==> src/design/ps2mdec_pkg.sv <==
// ----------------------------------------------------------------------------
// ps2mdec_pkg
// Shared types for the PS/2 mouse packet decoder with packet queue.
// ----------------------------------------------------------------------------
package ps2mdec_pkg;

  localparam int unsigned MoveW = 9;

  // decoded packet as kept in the queue, left button in bit 0
  typedef struct packed {
    logic [MoveW-1:0] move_y;
    logic [MoveW-1:0] move_x;
    logic             middle;
    logic             right;
    logic             left;
  } packet_t;

  localparam int unsigned PacketW = $bits(packet_t);

  // position of the next byte within a three byte packet
  typedef enum logic [1:0] {
    POS_FLAGS = 2'd0,
    POS_X     = 2'd1,
    POS_Y     = 2'd2
  } byte_pos_e;

  // queue status handed back for the word being processed
  typedef struct packed {
    logic taken;
    logic pending;
  } q_status_t;

endpackage

==> src/design/ps2mdec_assembler.sv <==
// ----------------------------------------------------------------------------
// ps2mdec_assembler
// Gathers mouse bytes into three byte packets and decodes a finished packet.
// ----------------------------------------------------------------------------
module ps2mdec_assembler
  import ps2mdec_pkg::*;
(
  input  logic    clk_i,
  input  logic    rst_ni,
  input  logic    byte_en_i,
  input  logic [7:0] rx_byte_i,
  output logic    push_o,
  output packet_t push_word_o
);

  byte_pos_e  pos_q, pos_d;
  logic [7:0] flags_q, flags_d;
  logic [7:0] held_x_q, held_x_d;

  function automatic logic [MoveW-1:0] axis_value(input logic [7:0] raw,
                                                  input logic sign_bit,
                                                  input logic ovf_bit);
    logic [MoveW-1:0] res;
    res = ovf_bit ? '0 : {sign_bit, raw};
    return res;
  endfunction

  always_comb begin
    pos_d    = pos_q;
    flags_d  = flags_q;
    held_x_d = held_x_q;
    push_o   = 1'b0;

    push_word_o.left   = flags_q[0];
    push_word_o.right  = flags_q[1];
    push_word_o.middle = flags_q[2];
    push_word_o.move_x = axis_value(held_x_q, flags_q[4], flags_q[6]);
    push_word_o.move_y = axis_value(rx_byte_i, flags_q[5], flags_q[7]);

    if (byte_en_i) begin
      case (pos_q)
        POS_X: begin
          held_x_d = rx_byte_i;
          pos_d    = POS_Y;
        end
        POS_Y: begin
          push_o = 1'b1;
          pos_d  = POS_FLAGS;
        end
        default: begin
          // a first byte without the always-one bit is dropped to resync
          if (rx_byte_i[3]) begin
            flags_d = rx_byte_i;
            pos_d   = POS_X;
          end
        end
      endcase
    end
  end

  always_ff @(posedge clk_i or negedge rst_ni) begin
    if (!rst_ni) begin
      pos_q    <= POS_FLAGS;
      flags_q  <= '0;
      held_x_q <= '0;
    end else begin
      pos_q    <= pos_d;
      flags_q  <= flags_d;
      held_x_q <= held_x_d;
    end
  end

endmodule

==> src/design/ps2mdec_queue.sv <==
// ----------------------------------------------------------------------------
// ps2mdec_queue
// Ring queue of decoded packets, one slot kept free, with registered read.
// ----------------------------------------------------------------------------
module ps2mdec_queue
  import ps2mdec_pkg::*;
#(
  parameter int unsigned QUEUE_DEPTH = 64
) (
  input  logic      clk_i,
  input  logic      rst_ni,
  input  logic      push_i,
  input  packet_t   push_word_i,
  input  logic      pop_i,
  output q_status_t status_o,
  output packet_t   rd_word_o
);

  localparam int unsigned PtrW = (QUEUE_DEPTH > 1) ? $clog2(QUEUE_DEPTH) : 1;
  localparam logic [PtrW-1:0] LastIdx = PtrW'(QUEUE_DEPTH - 1);

  packet_t         mem [QUEUE_DEPTH];
  packet_t         rd_word_q;
  logic [PtrW-1:0] wr_ptr_q, wr_ptr_d;
  logic [PtrW-1:0] rd_ptr_q, rd_ptr_d;
  logic [PtrW-1:0] wr_next, rd_next;
  logic            push_ok, pop_ok;

  assign wr_next = (wr_ptr_q == LastIdx) ? '0 : wr_ptr_q + 1'b1;
  assign rd_next = (rd_ptr_q == LastIdx) ? '0 : rd_ptr_q + 1'b1;

  // full packets are dropped silently, empty reads just report nothing
  assign push_ok = push_i && (wr_next != rd_ptr_q);
  assign pop_ok  = pop_i && (wr_ptr_q != rd_ptr_q);

  assign wr_ptr_d = push_ok ? wr_next : wr_ptr_q;
  assign rd_ptr_d = pop_ok ? rd_next : rd_ptr_q;

  assign status_o.taken   = pop_ok;
  assign status_o.pending = (wr_ptr_d != rd_ptr_d);
  assign rd_word_o        = rd_word_q;

  always_ff @(posedge clk_i) begin
    if (push_ok) begin
      mem[wr_ptr_q] <= push_word_i;
    end
    if (pop_ok) begin
      rd_word_q <= mem[rd_ptr_q];
    end
  end

  always_ff @(posedge clk_i or negedge rst_ni) begin
    if (!rst_ni) begin
      wr_ptr_q <= '0;
      rd_ptr_q <= '0;
    end else begin
      wr_ptr_q <= wr_ptr_d;
      rd_ptr_q <= rd_ptr_d;
    end
  end

endmodule

==> src/design/ps2_mouse_packet_decoder_fifo.sv <==
// ----------------------------------------------------------------------------
// ps2_mouse_packet_decoder_fifo
// PS/2 mouse 3-byte packet decoder feeding a packet queue.
// ----------------------------------------------------------------------------
// Usage:
// - the slave stream carries one word per request: tuser 0 means tdata holds
//   a byte from the mouse, tuser 1 asks to take the oldest decoded packet
// - the master stream returns exactly one word per request; tuser marks a
//   packet actually taken, otherwise the packet fields read as zero; the
//   pending bit tells whether packets remain queued after that request
// - an accepted word waits in the input register and is processed as it
//   moves into the result register, which drives the output
// - one word per cycle is sustained unless the receiver stalls; the input
//   and result registers form two stages; the queue read port is registered
// - the queue holds QUEUE_DEPTH-1 packets; packets arriving when full are
//   dropped without notice
// - reset empties the queue and restarts byte gathering; queue memory is not
//   cleared, which is never observed since empty slots are never read
// - when the receiver stalls the result holds, the input stage fills, and
//   s_axis_tready_o falls until the result is taken
// ----------------------------------------------------------------------------
module ps2_mouse_packet_decoder_fifo
  import ps2mdec_pkg::*;
#(
  parameter int unsigned QUEUE_DEPTH = 64
) (
  input  logic        clk_i,
  input  logic        rst_ni,
  input  logic        s_axis_tvalid_i,
  output logic        s_axis_tready_o,
  input  logic [7:0]  s_axis_tdata_i,  // [7:0] rx_byte
  input  logic        s_axis_tuser_i,  // [0] mode
  output logic        m_axis_tvalid_o,
  input  logic        m_axis_tready_i,
  // [0] left_pressed, [1] right_pressed, [2] middle_pressed,
  // [11:3] move_x, [20:12] move_y, [21] pending, [23:22] zero
  output logic [23:0] m_axis_tdata_o,
  output logic        m_axis_tuser_o   // [0] taken_valid
);

  logic       s1_valid_q, s1_mode_q;
  logic [7:0] s1_byte_q;
  logic       s2_valid_q, s2_taken_q, s2_pending_q;
  logic       s2_ready, adv;
  logic       asm_push;
  packet_t    asm_word, rd_word, out_word;
  q_status_t  q_status;

  assign s2_ready        = !s2_valid_q || m_axis_tready_i;
  assign adv             = s1_valid_q && s2_ready;
  assign s_axis_tready_o = !s1_valid_q || s2_ready;

  ps2mdec_assembler u_assembler (
    .clk_i       (clk_i),
    .rst_ni      (rst_ni),
    .byte_en_i   (adv && !s1_mode_q),
    .rx_byte_i   (s1_byte_q),
    .push_o      (asm_push),
    .push_word_o (asm_word)
  );

  ps2mdec_queue #(
    .QUEUE_DEPTH (QUEUE_DEPTH)
  ) u_queue (
    .clk_i       (clk_i),
    .rst_ni      (rst_ni),
    .push_i      (asm_push),
    .push_word_i (asm_word),
    .pop_i       (adv && s1_mode_q),
    .status_o    (q_status),
    .rd_word_o   (rd_word)
  );

  // input stage
  always_ff @(posedge clk_i or negedge rst_ni) begin
    if (!rst_ni) begin
      s1_valid_q <= 1'b0;
    end else if (s_axis_tready_o) begin
      s1_valid_q <= s_axis_tvalid_i;
    end
  end

  always_ff @(posedge clk_i) begin
    if (s_axis_tvalid_i && s_axis_tready_o) begin
      s1_mode_q <= s_axis_tuser_i;
      s1_byte_q <= s_axis_tdata_i;
    end
  end

  // result stage
  always_ff @(posedge clk_i or negedge rst_ni) begin
    if (!rst_ni) begin
      s2_valid_q <= 1'b0;
    end else if (s2_ready) begin
      s2_valid_q <= s1_valid_q;
    end
  end

  always_ff @(posedge clk_i) begin
    if (adv) begin
      s2_taken_q   <= q_status.taken;
      s2_pending_q <= q_status.pending;
    end
  end

  assign out_word        = s2_taken_q ? rd_word : '0;
  assign m_axis_tvalid_o = s2_valid_q;
  assign m_axis_tuser_o  = s2_taken_q;
  assign m_axis_tdata_o  = {2'b00, s2_pending_q, out_word};

`ifndef SYNTH
  // input side only stalls when the result stage is blocked
  assert property (@(posedge clk_i) disable iff (!rst_ni)
    !s_axis_tready_o |-> s1_valid_q && s2_valid_q && !m_axis_tready_i)
    else $error("input stalled without output back-pressure");

  // a byte word never reports a taken packet
  assert property (@(posedge clk_i) disable iff (!rst_ni)
    adv && !s1_mode_q |=> !s2_taken_q)
    else $error("byte word reported a taken packet");

  // push and pop never fall in the same step
  assert property (@(posedge clk_i) disable iff (!rst_ni)
    !(asm_push && q_status.taken))
    else $error("queue push and pop in the same step");

  // a packet is taken from the queue only on a read request
  assert property (@(posedge clk_i) disable iff (!rst_ni)
    q_status.taken |-> adv && s1_mode_q)
    else $error("queue popped without a read request");
`endif

endmodule

==> config.mk <==
export PLATFORM = sky130hd
export DESIGN_NAME = ps2_mouse_packet_decoder_fifo
export DESIGN_NICKNAME = d
export VERILOG_FILES = /design/src/design/ps2mdec_pkg.sv /design/src/design/ps2mdec_assembler.sv /design/src/design/ps2mdec_queue.sv /design/src/design/ps2_mouse_packet_decoder_fifo.sv
export SDC_FILE = /design/constraint.sdc
export NUM_CORES = 2
export LEC_CHECK = 0
export BUFFER_PORTS_ARGS = -buffer_cell sky130_fd_sc_hd__buf_2
export CORE_UTILIZATION = 40
export CTS_CLUSTER_DIAMETER = 200
export DETAILED_ROUTE_END_ITERATION = 8
export GPL_TIMING_DRIVEN = 1
export PLACE_DENSITY = 0.64
export SYNTH_ARGS = -nofsm -noshare
export SYNTH_HDL_FRONTEND = slang
export SYNTH_SLANG_ARGS = --single-unit
==> constraint.sdc <==
create_clock -name clk_i -period 4.42 [get_ports clk_i]
set_clock_uncertainty 0.05 [all_clocks]
set_input_delay 0.221 -clock clk_i [delete_from_list [all_inputs] [get_ports clk_i]]
set_output_delay 0.221 -clock clk_i [all_outputs]
set_load 0.02 [all_outputs]
# Word level (Yosys, flattened, before mapping)
# Memories as Yosys holds them, arrays and structs flattened. A register that Yosys moved wholly into a read port is not among the register bits.
# Index checks and enable logic that the tools add are counted.
dict set report word_totals {
  reg_bits 43
  latch_bits 0
  mem_bits_rw 1344
  mem_bits_ro 0
  word_cells 51
  n_memories 1
}
dict set report classes {
  add_sub_neg 2
  multipliers 0
  div 0
  magnitude_cmp 0
  eq_ne 7
  shifts 0
  muxes 13
  bitwise_logic 1
  reduce_logical 16
}
# memory depth word_bits read_ports rd_ports_with_merged_regs wr line_no
set memory_table {}
lappend memory_table {u_queue.mem 64 21 1 1 1 ps2mdec_queue.sv:22} ;# packet_t mem [QUEUE_DEPTH];
# operator n
set op_table {}
lappend op_table {{2-to-1 mux 6 bit} 4}
lappend op_table {{2-to-1 mux 21 bit} 1}
lappend op_table {{2-to-1 mux 9 bit} 2}
lappend op_table {{!= test 6 bit} 3}
lappend op_table {{adder 6 x 1 -> 6 bit, second input constant} 2}
lappend op_table {{== test 6 bit, second input constant} 2}
lappend op_table {{logical AND 1 bit} 6}
lappend op_table {{2-to-1 mux 1 bit} 4}
lappend op_table {{one-hot mux 2 bit (2 select lines)} 1}
lappend op_table {{AND reduction 2 bit} 2}
lappend op_table {{logical NOT 1 bit} 3}
lappend op_table {{AND reduction 3 bit} 1}
lappend op_table {{nonzero test 3 bit} 1}
lappend op_table {{== test 2 x 1 -> 1 bit, second input constant} 1}
lappend op_table {{== test 2 bit, second input constant} 1}
lappend op_table {{logical OR 1 bit} 2}
lappend op_table {{2-to-1 mux 2 bit} 1}
lappend op_table {{OR reduction 2 bit} 1}
lappend op_table {{inverter 1 bit} 1}

# Depth between registers and ports, before layout
dict set report depth {
  depth_word 8
  mapped_depth 10
  depth_no_buf 9
}

# Hierarchy
# From an unflattened synthesis, not the netlist that was laid out.
dict set report hier_totals {
  cells_unflattened 2560
  area_unflattened_um2 54710.0
}
# mod n_inst cells_each area_each_um2 seq_area_each_um2
set by_module_without_submodules {}
lappend by_module_without_submodules {ps2mdec_queue 1 2447 53269.8 41289.6}
lappend by_module_without_submodules {ps2mdec_assembler 1 64 833.3 425.4}
lappend by_module_without_submodules {ps2_mouse_packet_decoder_fifo 1 49 606.8 380.4}

# Worst setup path after synthesis
# Ideal clock, no wire load.
dict set report synth_timing {
  path_type {register -> register}
  from {register u_queue.wr_ptr_q[1]}
  to {register s2_pending_q (data pin)}
  setup_ps 266
  arrival_ps 4318
  setup_slack_ps -214
  path_stages_with_launch 10
  path_cell_list {dfrtp_1 -> ha_1 -> nand2_1 -> or2_1 -> nand3_1 -> a221oi_4 -> a2111oi_1 -> a211o_1 -> xnor2_1 -> nand4_1}
}
# element line_no
set synth_lines {}
lappend synth_lines {{from (decl)} ps2mdec_queue.sv:24} ;# logic [PtrW-1:0] wr_ptr_q, wr_ptr_d;
lappend synth_lines {{from (signal assigned)} ps2mdec_queue.sv:57} ;# wr_ptr_q <= wr_ptr_d;
lappend synth_lines {{to (signal assigned)} ps2_mouse_packet_decoder_fifo.sv:102} ;# s2_pending_q <= q_status.pending;
lappend synth_lines {{to (decl)} ps2_mouse_packet_decoder_fifo.sv:43} ;# logic s2_valid_q, s2_taken_q, s2_pending_q;

# Worst setup path in the final report
dict set report layout_timing {
  from {register u_queue.wr_ptr_q[3]}
  to {memory u_queue.mem[1][11] in the netlist's numbering, enable pin}
}
dict set report layout_via {
  elab_chain_cells 6
  word_cells_on_any_way 7
}
# element line_no
set layout_rtl {}
lappend layout_rtl {{adder 6 x 1 -> 6 bit or == test 6 bit (tied branches)} ps2mdec_queue.sv:29} ;# assign wr_next = (wr_ptr_q == LastIdx) ? '0 : wr_ptr_q + 1'b1;
lappend layout_rtl {{2-to-1 mux 6 bit} ps2mdec_queue.sv:29}
lappend layout_rtl {{!= test 6 bit} ps2mdec_queue.sv:33} ;# assign push_ok = push_i && (wr_next != rd_ptr_q);
lappend layout_rtl {{logical AND 1 bit} ps2mdec_queue.sv:33}
lappend layout_rtl {{2-to-1 mux 1 bit} ps2mdec_queue.sv:44} ;# if (push_ok) begin
lappend layout_rtl {{2-to-1 mux 1 bit (not written as such)} ps2mdec_queue.sv:45} ;# mem[wr_ptr_q] <= push_word_i;
lappend layout_rtl {{to (decl)} ps2mdec_queue.sv:22}
# Parallel ways exist; a longest one is shown, timed or not.

==> results by group <==
Floorplanning
  – DIE AREA: ~0.14 mm²
  – Die Ht: 373 µm
  – Io pins: 40
  – Core area: between 0.1 and 0.15 mm²
  – Rows: roughly 140
  – Die width: 373 µm
  – Initial Util: 0.404

Pwr
  – Total power: ~42 mW
  – Internal power: 27.9 mW
  – Sw Pwr: between 10 and 15 mW
  – Sequential share of power: 0.406
  – Sw frac: 0.337
  – Power share of the combinational group: 0.319
  – P per Cell Area: 666 mW/mm²
  – P_leak: 20.7 nW
  – Clk pwr share: 0.275
  – Maximum vdd drop: between 400 and 500 µV

Worst setup path
  – WS Path Type: reg2reg
  – Crit. End Element: flip-flop
  – Crit start category: flip-flop
  – CP Max Fanout: 21
  – Worst Path Arrival: 4.29 ns
  – WP data required: 4.78 ns

Drt
  – Wire length per cell: approximately 27 µm
  – DRC: 0
  – DR vias/cell: 5.68
  – Vias: roughly 28k
  – Initial DRC count: between 3k and 4k
  – Drt pass-1 iters: 6
  – DRT antenna net count: 0
  – Routed WL: between 100000 and 150000 µm

GRT
  – Initial antenna violation count: 5
  – Largest net degree at the start of global routing: 85
  – First-pass GRT wire length: 193000 µm
  – Vias in the first global route: about 28k
  – GRT Overall Usage: 0.191
  – Grt total ovfl: 0

Logic synthesis
  – Number of enable flip-flop cells after synthesis: around 1.4k
  – Area contributors post-synth: edfxtp_1 (75%), mux4_2 (7.7%), mux2i_1 (4.6%), mux2_2 (2.1%), a21oi_1 (1.5%)
  – Syn Inst Count: between 2k and 3k
  – Synth Register Bits: 1407
  – Synth unique cells: 60
  – Synth Flop Type: edfxtp_1
  – Sequential fraction of the synthesis area: 0.766
  – Syn Area/Cell: between 15 and 20 µm²
  – Synth top area share: 0.751
  – Dominant cell type by area after synthesis: edfxtp_1
  – Asr flop ratio synth: 0.0220
  – Ys Warns: 0
  – Synth Cell Area: approximately 0.055 mm²

Timing
  – Min cycle time layout: 3.93 ns
  – Setup TNS: 0 ns
  – Fin Hold WS: between 0.03 and 0.04 ns
  – RSZ-0062 raised after global routing: no
  – Worst Tran Pin Value: 1.26 ns
  – Final setup fails: 0
  – Final WS setup: about 0.49 ns
  – Slew Limit Fails: 0
  – Peak Freq: about 250 MHz
  – Period utilization: 0.890
  – Final Hold Viols: 0
  – Slew HR: 0.159

CTS
  – Num CTS Buffers: around 140
  – Postcts setup bufs: 0
  – CTS tree: built
  – Worst skew pair latency: ~0.78 ns
  – Post-CTS Hold Buffers: 13
  – Post-CTS sizing: 0
  – H-tree depth: 4
  – Root Driver: clkbuf_16
  – Clk pin slew, worst setup/hold paths: roughly 0.060 ns
  – Clock Path Buffers: 3
  – CTS sink count: 1407

Cells and area
  – Final nets: around 3k
  – Share of cells above drive strength 1: 0.254
  – Area growth syn-to-layout: 14.9%
  – Layout Cells excl Fill: 4948
  – Most frequent cells in the layout: edfxtp_1 (1376), mux2i_1 (255), mux4_2 (189)
  – Commonest non-fill, non-tap cell in the layout: edfxtp_1

Placed design
  – RePlAce Congestion: 0.867
  – Dpl hpwl: 78700 µm
  – Port Buf Inserts: 37
  – Total placed cells including tap cells: approximately 4.7k
  – Pre-CTS setup slack: ~0.54 ns

Hold path
  – Hold crit path type: in2async

Outcome
  – Status: finished, final reports clean

Flow run
  – Max-cap viol count: 0
## synth_stat cells, drive strengths merged, types with 3 or more instances
library cell	number
a31oi	4
edfxtp	1376
nand2b	4
ha	4
a2111oi	3
xnor2	9
nor2	72
nand3	11
nor2b	19
inv	8
a21oi	170
o21ai	88
o22ai	84
nand2	107
and2	23
buf	82
xor2	5
dfrtp	31
mux2	102
nor4	8
a21o	3
o221ai	84
clkbuf	84
mux4	189
mux2i	255
or3	3
## path summary, 6_finish.rpt
| check | start | end | slack [ns] | cells past startpoint |
|---|---|---|---|---|
| max | u_queue.wr_ptr_q[3] | u_queue.mem[1][11] | 0.49 | 8 |
| min | rst_ni | s1_valid_q | 0.04 | 2 |
| max reg2reg | u_queue.wr_ptr_q[3] | u_queue.mem[1][11] | 0.49 | 8 |
| min reg2reg | u_assembler.flags_q[5] | u_assembler.flags_q[5] | 0.46 | 1 |
| max in group asynchronous | rst_ni | u_queue.rd_ptr_q[1] | 3.65 | 2 |
| min in group clk_i | s_axis_tdata_i[2] | s1_byte_q[2] | 0.11 | 2 |
## layer usage
metal,up-vias,global-route usage,share of wire
met2,1027,0.291,0.46
li1,12100,-,-
met1,14800,0.284,0.45
met5,-,0,0.00025
met4,4,0.0514,0.020
met3,168,0.0326,0.071
## layout make-up
| class | count | area [µm²] |
|---|---|---|
| Fill cell | 11200 | 72800 |
| Sequential cell | 1407 | 42100 |
| Multi-Input combinational cell | 1276 | 12500 |
| Clock buffer | 164 | 3700 |
| Tap cell | 1781 | 2230 |
| Timing Repair Buffer | 220 | 1820 |
| Clock inverter | 86 | 732 |
| Inverter | 8 | 30.0 |
| Antenna cell | 6 | 15.0 |
## stage by stage
stage	cell area (µm²)	util
3_5_place_dp	58600	0.431
4_1_cts	63100	0.464
2_1_floorplan	55000	-
3_3_place_gp	58600	0.431
6_report	63200	0.465
5_1_grt	63100	0.464
## kinds of logic after synthesis
logic type | after synthesis | share of synthesized area
AOI/OAI and AO/OA | 448 | 0.0507
xor gates and xnor gates | 16 | 0.00307
adders and majority gates | 4 | 0.000910
buffers and inverters | 174 | 0.0134
DFF | 1407 | 0.766
muxes | 546 | 0.145
other | 1 | 0.0000682
and+or+nand+nor | 260 | 0.0216
## power by group through the flow
| stage | combinational (mW) | clock, mW | sequential [mW] |
|---|---|---|---|
| 2_1_floorplan | 7.95 | 0 | 17.0 |
| 3_3_place_gp | 13.3 | 0 | 17.4 |
| 3_5_place_dp | 13.4 | 0 | 17.4 |
| 4_1_cts | 13.5 | 11.7 | 17.1 |
| 5_1_grt | 14.2 | 12.2 | 17.1 |
| 6_report | 13.4 | 11.6 | 17.1 |
## state kept, by name, summed over array words and instances (netlist names)
register              cells
u_queue.mem            1344
u_queue.rd_word_o        21
s1_byte_q                 8
u_assembler.held_x_q      8
u_assembler.flags_q       7
u_queue.rd_ptr_q          6
u_queue.wr_ptr_q          6
u_assembler.pos_q         2
m_axis_tuser_o            1
m_axis_tvalid_o           1
s1_mode_q                 1
s1_valid_q                1
s2_pending_q              1
## worst max-delay path, stage by stage, from the launching register on
cell and delay, ns:
dfrtp_1 0.65, nand3_2 0.39, or2_1 0.40, nand3_1 0.18
a221oi_4 0.13, a21oi_2 0.44, nand3_1 0.68, nor2_2 0.26
buf_4 0.38
Power figures use the tool's default switching activity.
